## config.mk

```make
export PLATFORM = sky130hd
export DESIGN_NAME = gregorian_to_jalali_date_unit
export DESIGN_NICKNAME = d
export VERILOG_FILES = /design/src/hw/rtl/gjd_pkg.sv /design/src/hw/rtl/gjd_doy_stage.sv /design/src/hw/rtl/gjd_split_stage.sv /design/src/hw/rtl/gjd_month_stage.sv /design/src/hw/rtl/gregorian_to_jalali_date_unit.sv
export VERILOG_INCLUDE_DIRS = /design/src /design/src/hw/rtl
export SDC_FILE = /design/constraint.sdc
export NUM_CORES = 1
export LEC_CHECK = 0
export BUFFER_PORTS_ARGS = -buffer_cell sky130_fd_sc_hd__buf_2
export CORE_ASPECT_RATIO = 0.8
export CORE_UTILIZATION = 55
export CTS_BUF_LIST = sky130_fd_sc_hd__clkbuf_16
export DETAILED_ROUTE_END_ITERATION = 10
export PLACE_DENSITY = 0.76
export SLEW_MARGIN = 20
export SYNTH_ARGS = -nofsm -noshare
export SYNTH_HDL_FRONTEND = slang
export SYNTH_SLANG_ARGS = --single-unit
```

## constraint.sdc

```tcl
create_clock -name clock -period 12.8 [get_ports clock]
set_clock_uncertainty 0.05 [all_clocks]
set_input_delay 1.28 -clock clock [delete_from_list [all_inputs] [get_ports clock]]
set_output_delay 1.28 -clock clock [all_outputs]
set_load 0.01 [all_outputs]
```

## src/hw/rtl/gregorian_to_jalali_date_unit_assert.svh

```systemverilog
// Assertion macros shared by the Gregorian to Jalali date unit.
// The surrounding module must provide signals named clock and reset.
`ifndef GREGORIAN_TO_JALALI_DATE_UNIT_ASSERT_SVH
`define GREGORIAN_TO_JALALI_DATE_UNIT_ASSERT_SVH

// The consequent must hold in the same cycle as the antecedent.
`define GJD_ASSERT_SAME(lbl, ante, cons) \
   lbl: assert property (@(posedge clock) disable iff (reset) (ante) |-> (cons)) \
      else $error("date unit assertion failed");

// The consequent must hold in the cycle after the antecedent.
`define GJD_ASSERT_NEXT(lbl, ante, cons) \
   lbl: assert property (@(posedge clock) disable iff (reset) (ante) |=> (cons)) \
      else $error("date unit assertion failed");

`endif

```

## src/hw/rtl/gjd_pkg.sv

```systemverilog
// Shared constants, tables and stage types of the Gregorian to Jalali date unit.
// No dependencies.
package gjd_pkg;

   localparam int YEAR_OFFSET_W = 7;
   localparam int GREG_MONTH_W  = 4;
   localparam int GREG_DAY_W    = 5;
   localparam int JAL_YEAR_W    = 11;
   localparam int JAL_MONTH_W   = 4;
   localparam int JAL_DAY_W     = 5;
   localparam int DOY_W         = 9;

   localparam int BASE_YEAR        = 2000;
   localparam int SPRING_START     = 79;
   localparam int FIRST_HALF       = 186;
   localparam int YEAR_SHIFT_LATE  = 621;
   localparam int YEAR_SHIFT_EARLY = 622;
   localparam int LONG_MONTH_DAYS  = 31;
   localparam int SHORT_MONTH_DAYS = 30;
   localparam int MAX_QUOTIENT     = 6;

   // 2100 is the only non-leap century year in range.
   localparam int NONLEAP_CENTURY_OFFSET = 2100 - BASE_YEAR;

   localparam int JAL_YEAR_LATE  = BASE_YEAR - YEAR_SHIFT_LATE;
   localparam int JAL_YEAR_EARLY = BASE_YEAR - YEAR_SHIFT_EARLY;

   // Dey, month 10, starts after the first half plus three 30-day months.
   localparam int EARLY_DOY_BASE = FIRST_HALF + 3 * SHORT_MONTH_DAYS;

   // Month offsets added to the quotient in each section of the year.
   localparam logic [JAL_MONTH_W-1:0] MONTH_BASE_FIRST_HALF  = 4'd0;
   localparam logic [JAL_MONTH_W-1:0] MONTH_BASE_SECOND_HALF = 4'd6;
   localparam logic [JAL_MONTH_W-1:0] MONTH_BASE_WINTER      = 4'd9;

   localparam logic [GREG_MONTH_W-1:0] MONTH_JAN   = 4'd1;
   localparam logic [GREG_MONTH_W-1:0] MONTH_MAR   = 4'd3;
   localparam logic [GREG_MONTH_W-1:0] MONTH_DEC   = 4'd12;

   typedef struct packed {
      logic [YEAR_OFFSET_W-1:0] year_offset;
      logic [DOY_W-1:0]         doy;
      logic                     prev_leap;
   } doy_stage_type;

   typedef struct packed {
      logic [DOY_W-1:0]      num;
      logic                  late;
      logic                  first_half;
      logic [JAL_YEAR_W-1:0] jalali_year;
      logic [DOY_W-1:0]      jalali_day_of_year;
   } split_stage_type;

   // Days before each month of a common year, indexed by month minus one.
   function automatic logic [DOY_W-1:0] days_before(input logic [3:0] midx);
      logic [DOY_W-1:0] res;
      case (midx)
         4'd0:    res = 9'd0;
         4'd1:    res = 9'd31;
         4'd2:    res = 9'd59;
         4'd3:    res = 9'd90;
         4'd4:    res = 9'd120;
         4'd5:    res = 9'd151;
         4'd6:    res = 9'd181;
         4'd7:    res = 9'd212;
         4'd8:    res = 9'd243;
         4'd9:    res = 9'd273;
         4'd10:   res = 9'd304;
         4'd11:   res = 9'd334;
         default: res = 9'd0;
      endcase
      return res;
   endfunction

endpackage

```

## src/hw/rtl/gjd_doy_stage.sv

```systemverilog
// First pipeline stage: Gregorian day of year and leap flags.
// Depends on gjd_pkg.
module gjd_doy_stage (
   input  logic                                 clock,
   input  logic                                 reset,
   input  logic                                 in_valid,
   input  logic [gjd_pkg::YEAR_OFFSET_W-1:0]    in_year_offset,
   input  logic [gjd_pkg::GREG_MONTH_W-1:0]     in_month,
   input  logic [gjd_pkg::GREG_DAY_W-1:0]       in_day,
   output logic                                 out_valid,
   output gjd_pkg::doy_stage_type               out_data
);

   logic                          valid_ff;
   gjd_pkg::doy_stage_type        data_ff;
   gjd_pkg::doy_stage_type        data_in;
   logic [3:0]                    midx;
   logic                          leap;
   logic                          prev_leap;

   always_comb begin
      // Month zero counts as January and anything past twelve as December.
      if (in_month < gjd_pkg::MONTH_JAN) begin
         midx = 4'd0;
      end else if (in_month > gjd_pkg::MONTH_DEC) begin
         midx = 4'(gjd_pkg::MONTH_DEC - 4'd1);
      end else begin
         midx = 4'(in_month - 4'd1);
      end
      leap = (in_year_offset[1:0] == 2'b00) &&
             (in_year_offset != 7'(gjd_pkg::NONLEAP_CENTURY_OFFSET));
      prev_leap = (in_year_offset[1:0] == 2'b01) &&
                  (in_year_offset != 7'(gjd_pkg::NONLEAP_CENTURY_OFFSET + 1));
      data_in.year_offset = in_year_offset;
      data_in.prev_leap   = prev_leap;
      data_in.doy = gjd_pkg::days_before(midx) + 9'(in_day) +
                    9'(leap && (in_month >= gjd_pkg::MONTH_MAR));
   end

   always_ff @(posedge clock) begin
      if (reset) begin
         valid_ff <= 1'b0;
      end else begin
         valid_ff <= in_valid;
      end
      data_ff <= data_in;
   end

   assign out_valid = valid_ff;
   assign out_data  = data_ff;

endmodule

```

## src/hw/rtl/gjd_split_stage.sv

```systemverilog
// Second pipeline stage: picks the section of the Jalali year, the year number,
// the Jalali day of year and the day count to divide. Depends on gjd_pkg.
module gjd_split_stage (
   input  logic                      clock,
   input  logic                      reset,
   input  logic                      in_valid,
   input  gjd_pkg::doy_stage_type    in_data,
   output logic                      out_valid,
   output gjd_pkg::split_stage_type  out_data
);

   logic                          valid_ff;
   gjd_pkg::split_stage_type      data_ff;
   gjd_pkg::split_stage_type      data_in;
   logic [gjd_pkg::DOY_W-1:0]     t;
   logic [gjd_pkg::DOY_W-1:0]     early_num;
   logic                          late;
   logic                          first_half;

   always_comb begin
      late       = in_data.doy > 9'(gjd_pkg::SPRING_START);
      t          = in_data.doy - 9'(gjd_pkg::SPRING_START);
      first_half = t <= 9'(gjd_pkg::FIRST_HALF);
      early_num  = in_data.doy + (in_data.prev_leap ? 9'd11 : 9'd10);

      data_in.late       = late;
      data_in.first_half = first_half;
      if (late) begin
         data_in.num = first_half ? t : 9'(t - 9'(gjd_pkg::FIRST_HALF));
         // After the new year the Jalali day of year is the day count itself.
         data_in.jalali_day_of_year = t;
         data_in.jalali_year = 11'(in_data.year_offset) + 11'(gjd_pkg::JAL_YEAR_LATE);
      end else begin
         data_in.num = early_num;
         data_in.jalali_day_of_year = 9'(early_num + 9'(gjd_pkg::EARLY_DOY_BASE));
         data_in.jalali_year = 11'(in_data.year_offset) + 11'(gjd_pkg::JAL_YEAR_EARLY);
      end
   end

   always_ff @(posedge clock) begin
      if (reset) begin
         valid_ff <= 1'b0;
      end else begin
         valid_ff <= in_valid;
      end
      data_ff <= data_in;
   end

   assign out_valid = valid_ff;
   assign out_data  = data_ff;

endmodule

```

## src/hw/rtl/gjd_month_stage.sv

```systemverilog
// Third pipeline stage: divides the day count by the month length and forms
// the Jalali month and day; holds the result registers. Depends on gjd_pkg.
module gjd_month_stage (
   input  logic                                clock,
   input  logic                                reset,
   input  logic                                in_valid,
   input  gjd_pkg::split_stage_type            in_data,
   output logic                                out_valid,
   output logic [gjd_pkg::JAL_YEAR_W-1:0]      out_jalali_year,
   output logic [gjd_pkg::JAL_MONTH_W-1:0]     out_jalali_month,
   output logic [gjd_pkg::JAL_DAY_W-1:0]       out_jalali_day,
   output logic [gjd_pkg::DOY_W-1:0]           out_jalali_day_of_year
);

   logic                                valid_ff;
   logic [gjd_pkg::JAL_YEAR_W-1:0]      year_ff;
   logic [gjd_pkg::JAL_MONTH_W-1:0]     month_ff;
   logic [gjd_pkg::JAL_MONTH_W-1:0]     month_in;
   logic [gjd_pkg::JAL_DAY_W-1:0]       day_ff;
   logic [gjd_pkg::JAL_DAY_W-1:0]       day_in;
   logic [gjd_pkg::DOY_W-1:0]           jdoy_ff;
   logic [gjd_pkg::DOY_W-1:0]           divisor;
   logic [2:0]                          q;
   logic [gjd_pkg::DOY_W-1:0]           r;
   logic [gjd_pkg::JAL_MONTH_W-1:0]     base;

   always_comb begin
      if (in_data.late && in_data.first_half) begin
         divisor = 9'(gjd_pkg::LONG_MONTH_DAYS);
         base    = gjd_pkg::MONTH_BASE_FIRST_HALF;
      end else if (in_data.late) begin
         divisor = 9'(gjd_pkg::SHORT_MONTH_DAYS);
         base    = gjd_pkg::MONTH_BASE_SECOND_HALF;
      end else begin
         divisor = 9'(gjd_pkg::SHORT_MONTH_DAYS);
         base    = gjd_pkg::MONTH_BASE_WINTER;
      end
      // The count never reaches seven months, so six independent compares
      // give the quotient.
      q = 3'd0;
      for (int k = 1; k <= gjd_pkg::MAX_QUOTIENT; k++) begin
         if (in_data.num >= 9'(k) * divisor) begin
            q = q + 3'd1;
         end
      end
      r = in_data.num - 9'(q) * divisor;
      // An exact multiple lands on the last day of the preceding month.
      month_in = base + 4'(q) + 4'(r != 9'd0);
      day_in   = (r == 9'd0) ? divisor[4:0] : r[4:0];
   end

   always_ff @(posedge clock) begin
      if (reset) begin
         valid_ff <= 1'b0;
      end else begin
         valid_ff <= in_valid;
      end
      year_ff  <= in_data.jalali_year;
      month_ff <= month_in;
      day_ff   <= day_in;
      jdoy_ff  <= in_data.jalali_day_of_year;
   end

   assign out_valid              = valid_ff;
   assign out_jalali_year        = year_ff;
   assign out_jalali_month       = month_ff;
   assign out_jalali_day         = day_ff;
   assign out_jalali_day_of_year = jdoy_ff;

endmodule

```

## src/hw/rtl/gregorian_to_jalali_date_unit.sv

```systemverilog
// Gregorian to Jalali date converter, three register stages deep.
// An item taken by start passes through the doy, split and month stage registers in turn to rsp.
// Throughput: one item per cycle; busy stays low, as no stage ever waits.
// The third stage (a 31/30-day division by six compares) sets the clock path.
// Synchronous reset clears the stage valid bits; data registers are not reset.
module gregorian_to_jalali_date_unit (
   input  logic                                clock,
   input  logic                                reset,
   input  logic                                start,
   output logic                                busy,
   input  logic [gjd_pkg::YEAR_OFFSET_W-1:0]   req_greg_year_offset,
   input  logic [gjd_pkg::GREG_MONTH_W-1:0]    req_greg_month,
   input  logic [gjd_pkg::GREG_DAY_W-1:0]      req_greg_day,
   output logic                                rsp_valid,
   output logic [gjd_pkg::JAL_YEAR_W-1:0]      rsp_jalali_year,
   output logic [gjd_pkg::JAL_MONTH_W-1:0]     rsp_jalali_month,
   output logic [gjd_pkg::JAL_DAY_W-1:0]       rsp_jalali_day,
   output logic [gjd_pkg::DOY_W-1:0]           rsp_jalali_day_of_year
);

`include "gregorian_to_jalali_date_unit_assert.svh"

   logic                      accept;
   logic                      s1_valid;
   gjd_pkg::doy_stage_type    s1_data;
   logic                      s2_valid;
   gjd_pkg::split_stage_type  s2_data;
   logic                      rsp_first_half;

   assign busy   = 1'b0;
   assign accept = start && !busy;

   gjd_doy_stage u_doy (
      .clock          (clock),
      .reset          (reset),
      .in_valid       (accept),
      .in_year_offset (req_greg_year_offset),
      .in_month       (req_greg_month),
      .in_day         (req_greg_day),
      .out_valid      (s1_valid),
      .out_data       (s1_data)
   );

   gjd_split_stage u_split (
      .clock     (clock),
      .reset     (reset),
      .in_valid  (s1_valid),
      .in_data   (s1_data),
      .out_valid (s2_valid),
      .out_data  (s2_data)
   );

   gjd_month_stage u_month (
      .clock                  (clock),
      .reset                  (reset),
      .in_valid               (s2_valid),
      .in_data                (s2_data),
      .out_valid              (rsp_valid),
      .out_jalali_year        (rsp_jalali_year),
      .out_jalali_month       (rsp_jalali_month),
      .out_jalali_day         (rsp_jalali_day),
      .out_jalali_day_of_year (rsp_jalali_day_of_year)
   );

   assign rsp_first_half = rsp_valid && (rsp_jalali_month < 4'd7);

   // A response appears only for an item taken through the stage registers; a taken item reaches the doy stage output.
   `GJD_ASSERT_SAME(a_rsp_from_item, rsp_valid, $past(accept, 3))
   `GJD_ASSERT_NEXT(a_item_reaches_mid, accept, s1_valid)
   `GJD_ASSERT_SAME(a_month_legal, rsp_valid, rsp_jalali_month >= 4'd1 && rsp_jalali_month <= 4'd12)
   `GJD_ASSERT_SAME(a_day_legal, rsp_valid, rsp_jalali_day >= 5'd1 && rsp_jalali_day <= 5'd31)
   `GJD_ASSERT_SAME(a_first_half_doy, rsp_first_half, rsp_jalali_day_of_year <= 9'd186)

endmodule
```

### Word level (Yosys, flattened, before mapping)

Memory sizes are Yosys's and may differ from the RTL's.
Index checks and enable logic that the tools add are counted.

* register bits after elaboration: 80
* bits in read-only memories: 144
* logic and storage cells: 74
* output and inout bits: 31
* input bits: 19
* memories: 1

* magnitude comparators: 11
* multipliers: 4
* mux-type cells: 16
* $add $sub $neg: 17
* equal/unequal tests: 3
* reduce and logical (&&, ||, !) cells: 7

Memories
* (no name shown): words 16, width 9, read ports 1, clocked after memory_dff 0, write ports 0, RTL line gjd_pkg.sv:57 `case (midx)`

Operators with widths (number)
* $ge A9 B9 Y1: 3
* $add A7 B11 Y11 const B: 2
* $mux W20: 1
* $mux W9: 2
* $mux W4: 4
* $mux W3: 5
* $mul A2 B5 Y7 const A: 2
* $ne A7 B7 Y1 const B: 2
* $add A3 B1 Y3 const B: 4
* $add A9 B1 Y9: 1
* $add A9 B5 Y9: 1
* $add A9 B9 Y9: 1
* $add A9 B9 Y9 const B: 1
* $ge A9 B5 Y1: 1
* $ge A9 B6 Y1: 1
* $ge A9 B7 Y1: 1
* $gt A9 B7 Y1 const B: 1
* $le A9 B8 Y1 const B: 1
* $logic_not A9 Y1: 1
* $reduce_bool A9 Y1: 1
* $sub A9 B7 Y9 const B: 1
* $sub A9 B8 Y9 const B: 1
* $sub A9 B9 Y9: 1
* $mul A3 B5 Y8: 1
* 13 further kinds: 18

### Depth between registers and ports, before layout

Gate-level depths: netlist (run 1).

* depth in word-level cells: 18
* mapped depth: 36
* depth with buffers taken out: 36

### By module

A second synthesis (run 1) with hierarchy kept.

* cells, all modules: 551
* area, all modules: 5014.8 um^2

By module, submodules not included
* gjd_month_stage: cells an instance 213, sequential area each 600.6 um^2, area an instance 2063.2 um^2, instances 1
* gjd_split_stage: cells an instance 165, sequential area each 560.5 um^2, area an instance 1536.5 um^2, instances 1
* gjd_doy_stage: cells an instance 171, sequential area each 360.3 um^2, area an instance 1403.8 um^2, instances 1
* gregorian_to_jalali_date_unit: cells an instance 2, sequential area each 0.0 um^2, area an instance 11.3 um^2, instances 1

### Worst setup path before layout (run 1)

OpenSTA, ideal clock, no wires.

* path kind: reg2reg
* from: register u_split.data_ff, in the netlist u_split.out_data[21]
* to: register u_month.month_ff, in the netlist u_month.out_jalali_month[1]
* clock period less this slack: 7.512 ns
* buffers on the path: 0
* cell stages (with the launch flop): 34
* path slack: 5.288 ns
* data required time: 12.640 ns
* library setup time: 0.110 ns
* arrival time: 7.352 ns
* cells stage by stage: dfxtp_1 > nand2_2 > or2_2 > a31o_2 > inv_1 > ha_1 > inv_1 > a211oi_1 > a2111oi_4 > ha_1 > o21ai_0 > o31ai_1 > ha_1 > mux2_2 > ha_1 > and2_1 > a211oi_1 > inv_1 > fa_1 > ha_1 > fa_1 > a21oi_1 > nor2_1 > nor2_1 > xor2_1 > ha_1 > nand2_1 > a21boi_0 > mux2_2 > nand4_1 > inv_1 > fa_1 > fa_1 > inv_1

* cells in the longest elaborated chain, start to end: 18
* elaborated cells on any way between the ends: 29
* those cells by class: add/sub (8); mul (4); order compare (6); mux (9); reduce/logical (2)

RTL lines
* start: declaration: RTL line gjd_split_stage.sv:13 `gjd_pkg::split_stage_type data_ff;`
* start signal: assignment: RTL line gjd_split_stage.sv:46 `data_ff <= data_in;`
* parallel branches: the longest is 17 deep, another holds $ge A9 B9 Y1
* $add A4 B1 Y4 (*): RTL line gjd_month_stage.sv:48 `month_in = base + 4'(q) + 4'(r != 9'd0);`
* named net u_month.month_in (one bit): RTL line gjd_month_stage.sv:18 `logic [gjd_pkg::JAL_MONTH_W-1:0] month_in;`
* end signal: assignment: RTL line gjd_month_stage.sv:59 `month_ff <= month_in;`
* end: declaration: RTL line gjd_month_stage.sv:17 `logic [gjd_pkg::JAL_MONTH_W-1:0] month_ff;`

Mark *: on every way through the listed nets, which the timed path passes.
A chain may end at the register's enable or synchronous reset.

### Worst setup path in the final report (run 1)

* from: register u_split.data_ff, in the netlist u_split.out_data[21]
* to: register u_month.month_ff, in the netlist u_month.out_jalali_month[3]

Same word-level chain as after synthesis.

==> impl_metrics.env, run 1 <==
export IMPL_tns_ns=0
export IMPL_layout_commonest_cell="dfxtp_1"
export IMPL_core_um2=7570
export IMPL_wl_per_cell_um=13.7
export IMPL_synth_ff_type="dfxtp_1"
export IMPL_post_cts_resized=0
export IMPL_crit_arrival_ns=8.74
export IMPL_clk_latency_ns=0.33
export IMPL_yosysTopAreaCell="dfxtp_1"
export IMPL_maxCapViolCount=0
export IMPL_syn_area_um2=4390
export IMPL_worstHoldStart="u_split.out_data[1]"
export IMPL_drv_slew=0
export IMPL_tightest_slew_ns=0.813
export IMPL_grt_pass1_wl_mm=14.1
export IMPL_worstPathRequired_ns=13.02
export IMPL_die_h_um=81.9
export IMPL_ys_top_cells_by_area="dfxtp_1, ha_1, xnor2_1"
export IMPL_cpPeakStageDelay_ns=0.55
export IMPL_fin_crit_ns=8.52
export IMPL_rsz0062_at_grt="no"
export IMPL_synthSimpleGateAreaFrac_pct=14.8
export IMPL_yosys_mux_area_fraction_pct=2.59
export IMPL_syn_area_per_cell_um2=9.50
export IMPL_relSlewSlack_pct=44.2
export IMPL_ys_ff_latch=73
export IMPL_drt_initial_drc_count=190
export IMPL_netlist_instances=462
export IMPL_synth_edff_count=0
export IMPL_dr_pass1_iters=4
export IMPL_drc=0
export IMPL_synth_compound_area_share_pct=18.0
export IMPL_synthArstFlopShare_pct=0
export IMPL_drtAntennaViolNets=0
export IMPL_setup_viol=0
export IMPL_drt_total_wl_mm=8.38
export IMPL_rows=28
export IMPL_fin_crit_sh_pct=66.5
export IMPL_detail_route_vias_per_cell=5.41
export IMPL_dieArea_um2=8340
export IMPL_clk_pin_slew_ns=0.07
export IMPL_slowest_stage="a211oi_1"
export IMPL_cts_buffers=9
export IMPL_cts_sinks=73
export IMPL_fmax_ghz=0.117
export IMPL_cpMostUsedCell="ha_1"
export IMPL_cts_tree="done"
export IMPL_clock_tree_root_cell="clkbuf_16"
export IMPL_grt_pass1_vias=3034
export IMPL_final_cell_mix="dfxtp_1, buf_2, ha_1, inv_1, nor2_1"
export IMPL_status="completed"
export IMPL_r2r_start="u_split.out_data[21]"
export IMPL_antenna_found_initial=0
export IMPL_ctsLongestPathBuffers=2
export IMPL_die_w_um=102
export IMPL_synth_top_cell_area_share_pct=33.3
export IMPL_synth_fa_ha_area_share_pct=16.4
export IMPL_dpl_hpwl_mm=6.28
export IMPL_start_kind="flip-flop"
export IMPL_synth_top_family_by_area="compound AO/OA/AOI/OAI gates"
export IMPL_htree_num_levels=3
export IMPL_initial_core_util_pct=58.0
export IMPL_ys_seq_area_share_pct=33.3
export IMPL_grt_max_degree=20
export IMPL_grt_usage_pct=22.0
export IMPL_finalHoldViolations=0
export IMPL_postCtsSetupBuffers=0
export IMPL_portBuffers=45
export IMPL_path_class="reg -> reg"
export IMPL_yosysWarnings=0
export IMPL_crit_start="u_split.out_data[21]"
export IMPL_areaGrowthSynthToFinish_pct=13.2
export IMPL_crit_fanout=9
export IMPL_gp_congestion=0.961
export IMPL_endpoint_kind="flip-flop"
export IMPL_antennaDiodeCount=0
export IMPL_hp_class="reg -> reg"
export IMPL_via_count=3320
export IMPL_grt_overflow_total=0
export IMPL_cts_hold_buf=0
export IMPL_synth_distinct_cells=70
export IMPL_drive_gt1_share_pct=17.7
export IMPL_final_nets=575
export IMPL_io_pins=50
export IMPL_synth_xor_area_share_pct=9.21
==> per-stage QoR <==
step | instance area (um2) | utilization, % | hold slack (ns) | std cells | setup slack [ns]
after floorplan | 4400 | - | 0.260 | 464 | 5.29
after global placement | 4660 | 61.6 | 0.260 | 598 | 4.74
after detailed placement | 4660 | 61.6 | 0.264 | 598 | 4.32
after CTS | 4970 | 65.7 | 0.277 | 614 | 4.27
after global routing | 4970 | 65.7 | 0.284 | 614 | 3.46
final | 4970 | 65.7 | 0.277 | 614 | 4.28
==> sequential cells by signal, indices dropped and copies added, names as in the netlist <==
register / flops
u_split.out_data: 27
u_doy.out_data: 17
u_month.out_jalali_day_of_year: 9
u_month.out_jalali_year: 8
u_month.out_jalali_day: 5
u_month.out_jalali_month: 4
u_doy.out_valid: 1
u_month.out_valid: 1
u_split.out_valid: 1
==> cells in the mapped netlist (all sizes together), types with 5 or more instances <==
cell type and count:
nor3 10, a311oi 5, fa 9, o21ai 20
a211oi 7, xnor2 31, nand2b 9, ha 43
a21boi 6, nor2b 10, o21bai 5, a21oi 22
clkbuf 8, buf 8, nor3b 9, nand2 23
a21o 7, mux2i 8, inv 39, nand3 7
dfxtp 73, nor2 32, o21a 5, xor2 10
==> critical path, delay by kind of cell, from the launching register on <==
family                     cells  cell delay (ns)
AOI/OAI and AO/OA             10             2.23
xor gates and xnor gates       2             0.34
adders and majority gates      9             2.90
buffers and inverters          5             0.68
DFF                            1             0.51
muxes                          1             0.27
and+or+nand+nor                8             1.47
==> kinds of logic (layout without fill, tap and decap cells) <==
kind of cell	after synthesis	count (layout)
simple gates	123	123
compound gates	104	104
flops	73	73
buf+inv	55	100
fa+ha+maj	52	52
xor+xnor	42	42
mux	11	11
other cells	2	4
==> final cells by class <==
cell class                 count  area (um2)
tap                          105         131
multi-input combinational    336        2690
timing repair buffer          45         225
clock buffer                   9         225
fill                         642        2600
sequential                    73        1460
clock inverter                 7        83.8
inverter                      39         149
==> final timing paths <==
| path | end | slack, ns | depth (start not counted) |
|---|---|---|---|
| hold / removal | u_month.out_jalali_day_of_year[1] | 0.28 | 0 |
| setup / recovery | u_month.out_jalali_month[3] | 4.28 | 35 |
| hold reg to reg | u_month.out_jalali_day_of_year[1] | 0.28 | 0 |
| setup reg to reg | u_month.out_jalali_month[3] | 4.28 | 35 |
==> layer usage <==
| metal | global-route usage [%] | share of wire (%) |
|---|---|---|
| met3 | 4.51 | 5.3 |
| met4 | 7.86 | 1.2 |
| met1 | 30.0 | 50 |
| met2 | 34.5 | 43 |
| met5 | 0 | 0 |
Power of run 1 is left out: the tool's default activity adds up to more than one toggle a clock period on the data nets, which glitch-free logic cannot reach.
==> run 2: changes to the inputs <==
--- a/config.mk
+++ b/config.mk
@@ -6,9 +6,10 @@
 export SDC_FILE = /design/constraint.sdc
 export NUM_CORES = 1
 export LEC_CHECK = 0
+export ABC_AREA = 1
 export BUFFER_PORTS_ARGS = -buffer_cell sky130_fd_sc_hd__buf_2
 export CORE_ASPECT_RATIO = 0.8
-export CORE_UTILIZATION = 55
+export CORE_UTILIZATION = 53
 export CTS_BUF_LIST = sky130_fd_sc_hd__clkbuf_16
 export DETAILED_ROUTE_END_ITERATION = 10
 export PLACE_DENSITY = 0.76
==> constraint.sdc (replaced) <==
create_clock -name clock -period 7.5 [get_ports clock]
set_clock_uncertainty 0.05 [all_clocks]
set_input_delay 0.75 -clock clock [delete_from_list [all_inputs] [get_ports clock]]
set_output_delay 0.75 -clock clock [all_outputs]
set_load 0.01 [all_outputs]
==> impl_metrics.env, run 2 <==
export IMPL_worstPathRequired_ns=7.67
export IMPL_synth_common_cells="nand2_1, inv_1, dfxtp_1"
export IMPL_cts_sinks=73
export IMPL_slowest_stage="fa_1"
export IMPL_portBuffers=45
export IMPL_dieArea_um2=8750
export IMPL_synth_distinct_cells=42
export IMPL_antenna_found_initial=0
export IMPL_largest_reg_flops=27
export IMPL_yosysTopAreaCell="dfxtp_1"
export IMPL_initial_core_util_pct=55.4
export IMPL_ctsLongestPathBuffers=2
export IMPL_htree_num_levels=3
export IMPL_ys_top_cells_by_area="dfxtp_1, ha_1, nand2_1"
export IMPL_synth_edff_count=0
export IMPL_hold_path_end="u_month.out_jalali_year[0]"
export IMPL_grt_pass1_wl_mm=15.5
export IMPL_worstHoldStart="u_split.out_data[9]"
export IMPL_syn_area_per_cell_um2=7.63
export IMPL_io_pins=50
export IMPL_rows=29
export IMPL_cts_tree="done"
export IMPL_start_kind="flip-flop"
export IMPL_grt_usage_pct=22.1
export IMPL_grt_pass1_vias=3422
export IMPL_synth_top_cell_area_share_pct=32.9
export IMPL_detail_route_vias_per_cell=5.10
export IMPL_maxCapViolCount=0
export IMPL_hp_class="reg -> reg"
export IMPL_clk_latency_ns=0.33
export IMPL_grt_overflow_total=0
export IMPL_drt_total_wl_mm=9.06
export IMPL_cpMostUsedCell="nand2_1"
export IMPL_die_h_um=83.9
export IMPL_layout_commonest_cell="nand2_1"
export IMPL_die_w_um=104
export IMPL_final_cell_mix="nand2_1, inv_1, dfxtp_1, nand3_1, buf_2"
export IMPL_drt_initial_drc_count=268
export IMPL_hold_depth=0
export IMPL_drive_gt1_share_pct=15.5
export IMPL_core_um2=8020
export IMPL_netlist_instances=582
export IMPL_crit_arrival_ns=7.08
export IMPL_drv_slew=0
export IMPL_cts_buffers=9
export IMPL_cpPeakStageDelay_ns=0.50
export IMPL_r2r_cells=36
export IMPL_relSlewSlack_pct=47.2
export IMPL_r2r_start="u_split.out_data[25]"
export IMPL_areaGrowthSynthToFinish_pct=13.1
export IMPL_crit_fanout=5
export IMPL_wl_per_cell_um=12.2
export IMPL_ys_ff_latch=73
export IMPL_nFillCells=691
export IMPL_tns_ns=0
export IMPL_dr_pass1_iters=5
export IMPL_drtAntennaViolNets=0
export IMPL_fin_crit_sh_pct=92.1
export IMPL_synthArstFlopShare_pct=0
export IMPL_syn_area_um2=4440
export IMPL_endpoint_kind="flip-flop"
export IMPL_setup_viol=0
export IMPL_antennaDiodeCount=0
export IMPL_fmax_ghz=0.145
export IMPL_clock_tree_root_cell="clkbuf_16"
export IMPL_fin_crit_ns=6.91
export IMPL_r2r_end="u_month.out_jalali_month[2]"
export IMPL_ys_seq_area_share_pct=32.9
export IMPL_status="completed"
export IMPL_clk_pin_slew_ns=0.06
export IMPL_yosysMostFrequentCell="nand2_1"
export IMPL_yosysWarnings=0
export IMPL_reg2reg_slack_ns=0.59
export IMPL_path_class="reg -> reg"
export IMPL_grt_max_degree=22
export IMPL_via_count=3772
export IMPL_rsz0062_at_grt="no"
export IMPL_tightest_slew_ns=0.787
export IMPL_gp_congestion=0.900
export IMPL_finalHoldViolations=0
export IMPL_drc=0
export IMPL_dpl_hpwl_mm=7.08
export IMPL_final_nets=698
export IMPL_synth_ff_type="dfxtp_1"
==> run 2: cell count changes in the layout (fill, tap and decap cells not counted), moves of 10 or more <==
| cell | previous run | this run |
|---|---|---|
| nand2_1 | 22 | 126 |
| inv_1 | 37 | 87 |
| nand3_1 | 7 | 48 |
| xnor2_1 | 29 | 10 |
| nor2b_1 | 10 | 0 |
==> run 2: layer usage <==
metal | global-route usage (%) | wire [um]
met1 | 31.3 | 4380
met2 | 33.7 | 3890
met3 | 4.61 | 658
met4 | 6.10 | 131
met5 | 0 | 0
==> run 2: worst max path at each step <==
stage                                  endpoint                  from  slack (ns)
floorplan           u_month.out_jalali_month[2]  u_split.out_data[21]        0.99
finish              u_month.out_jalali_month[2]  u_split.out_data[25]        0.59
global route        u_month.out_jalali_month[2]  u_split.out_data[21]       0.003
global placement    u_month.out_jalali_month[1]  u_split.out_data[21]        0.63
CTS                 u_month.out_jalali_month[2]  u_split.out_data[21]        0.30
detailed placement  u_month.out_jalali_month[2]  u_split.out_data[21]        0.31
==> run 2: stage by stage <==
step,cells,hold WS (ns),setup WS (ns),cell area (um2),util [%]
global placement,723,0.261,0.626,4700,58.7
global route,740,0.281,0.00280,5020,62.6
detailed placement,723,0.262,0.306,4700,58.7
finish,740,0.274,0.593,5020,62.6
floorplan,584,0.260,0.989,4450,-
CTS,739,0.276,0.295,4990,62.2
==> run 2: critical path: cells and delay by family, from the launching register on <==
kind                     cells  cell delay, ns
flip-flops                   1            0.38
AND/OR/NAND/NOR             15            1.60
XOR/XNOR                     1            0.13
buffers and inverters        7            0.50
adder cells (fa/ha/maj)     10            3.52
AO/OA/AOI/OAI                3            0.63
==> run 2: cell families (layout without fill, tap and decap cells) <==
kind of cell | after synthesis | count (layout) | share of synthesized area [%]
simple gates | 252 | 252 | 25.3
xor+xnor | 31 | 31 | 6.62
other cells | 2 | 4 | 0.169
flops | 73 | 73 | 32.9
buf+inv | 105 | 153 | 10.1
mux | 1 | 1 | 0.225
compound gates | 66 | 66 | 8.57
fa+ha+maj | 52 | 52 | 16.2
==> run 2: what timing repair did <==
action / CTS / global route
gates resized for setup: 0 / 10
buffers inserted: 0 / 1
hold buffers: 0 / 0
endpoints found under the setup margin: 0 / 4
==> run 2: final cells by class <==
| class | instances | area (um2) | area share [%] |
|---|---|---|---|
| Inverter | 91 | 342 | 6.80 |
| Clock inverter | 7 | 61.3 | 1.22 |
| Sequential cell | 73 | 1470 | 29.2 |
| Clock buffer | 9 | 225 | 4.48 |
| Multi-Input combinational cell | 406 | 2560 | 51.0 |
| Timing Repair Buffer | 46 | 233 | 4.63 |
| Tap cell | 108 | 135 | 2.69 |
Power of run 2 is left out for the same reason.
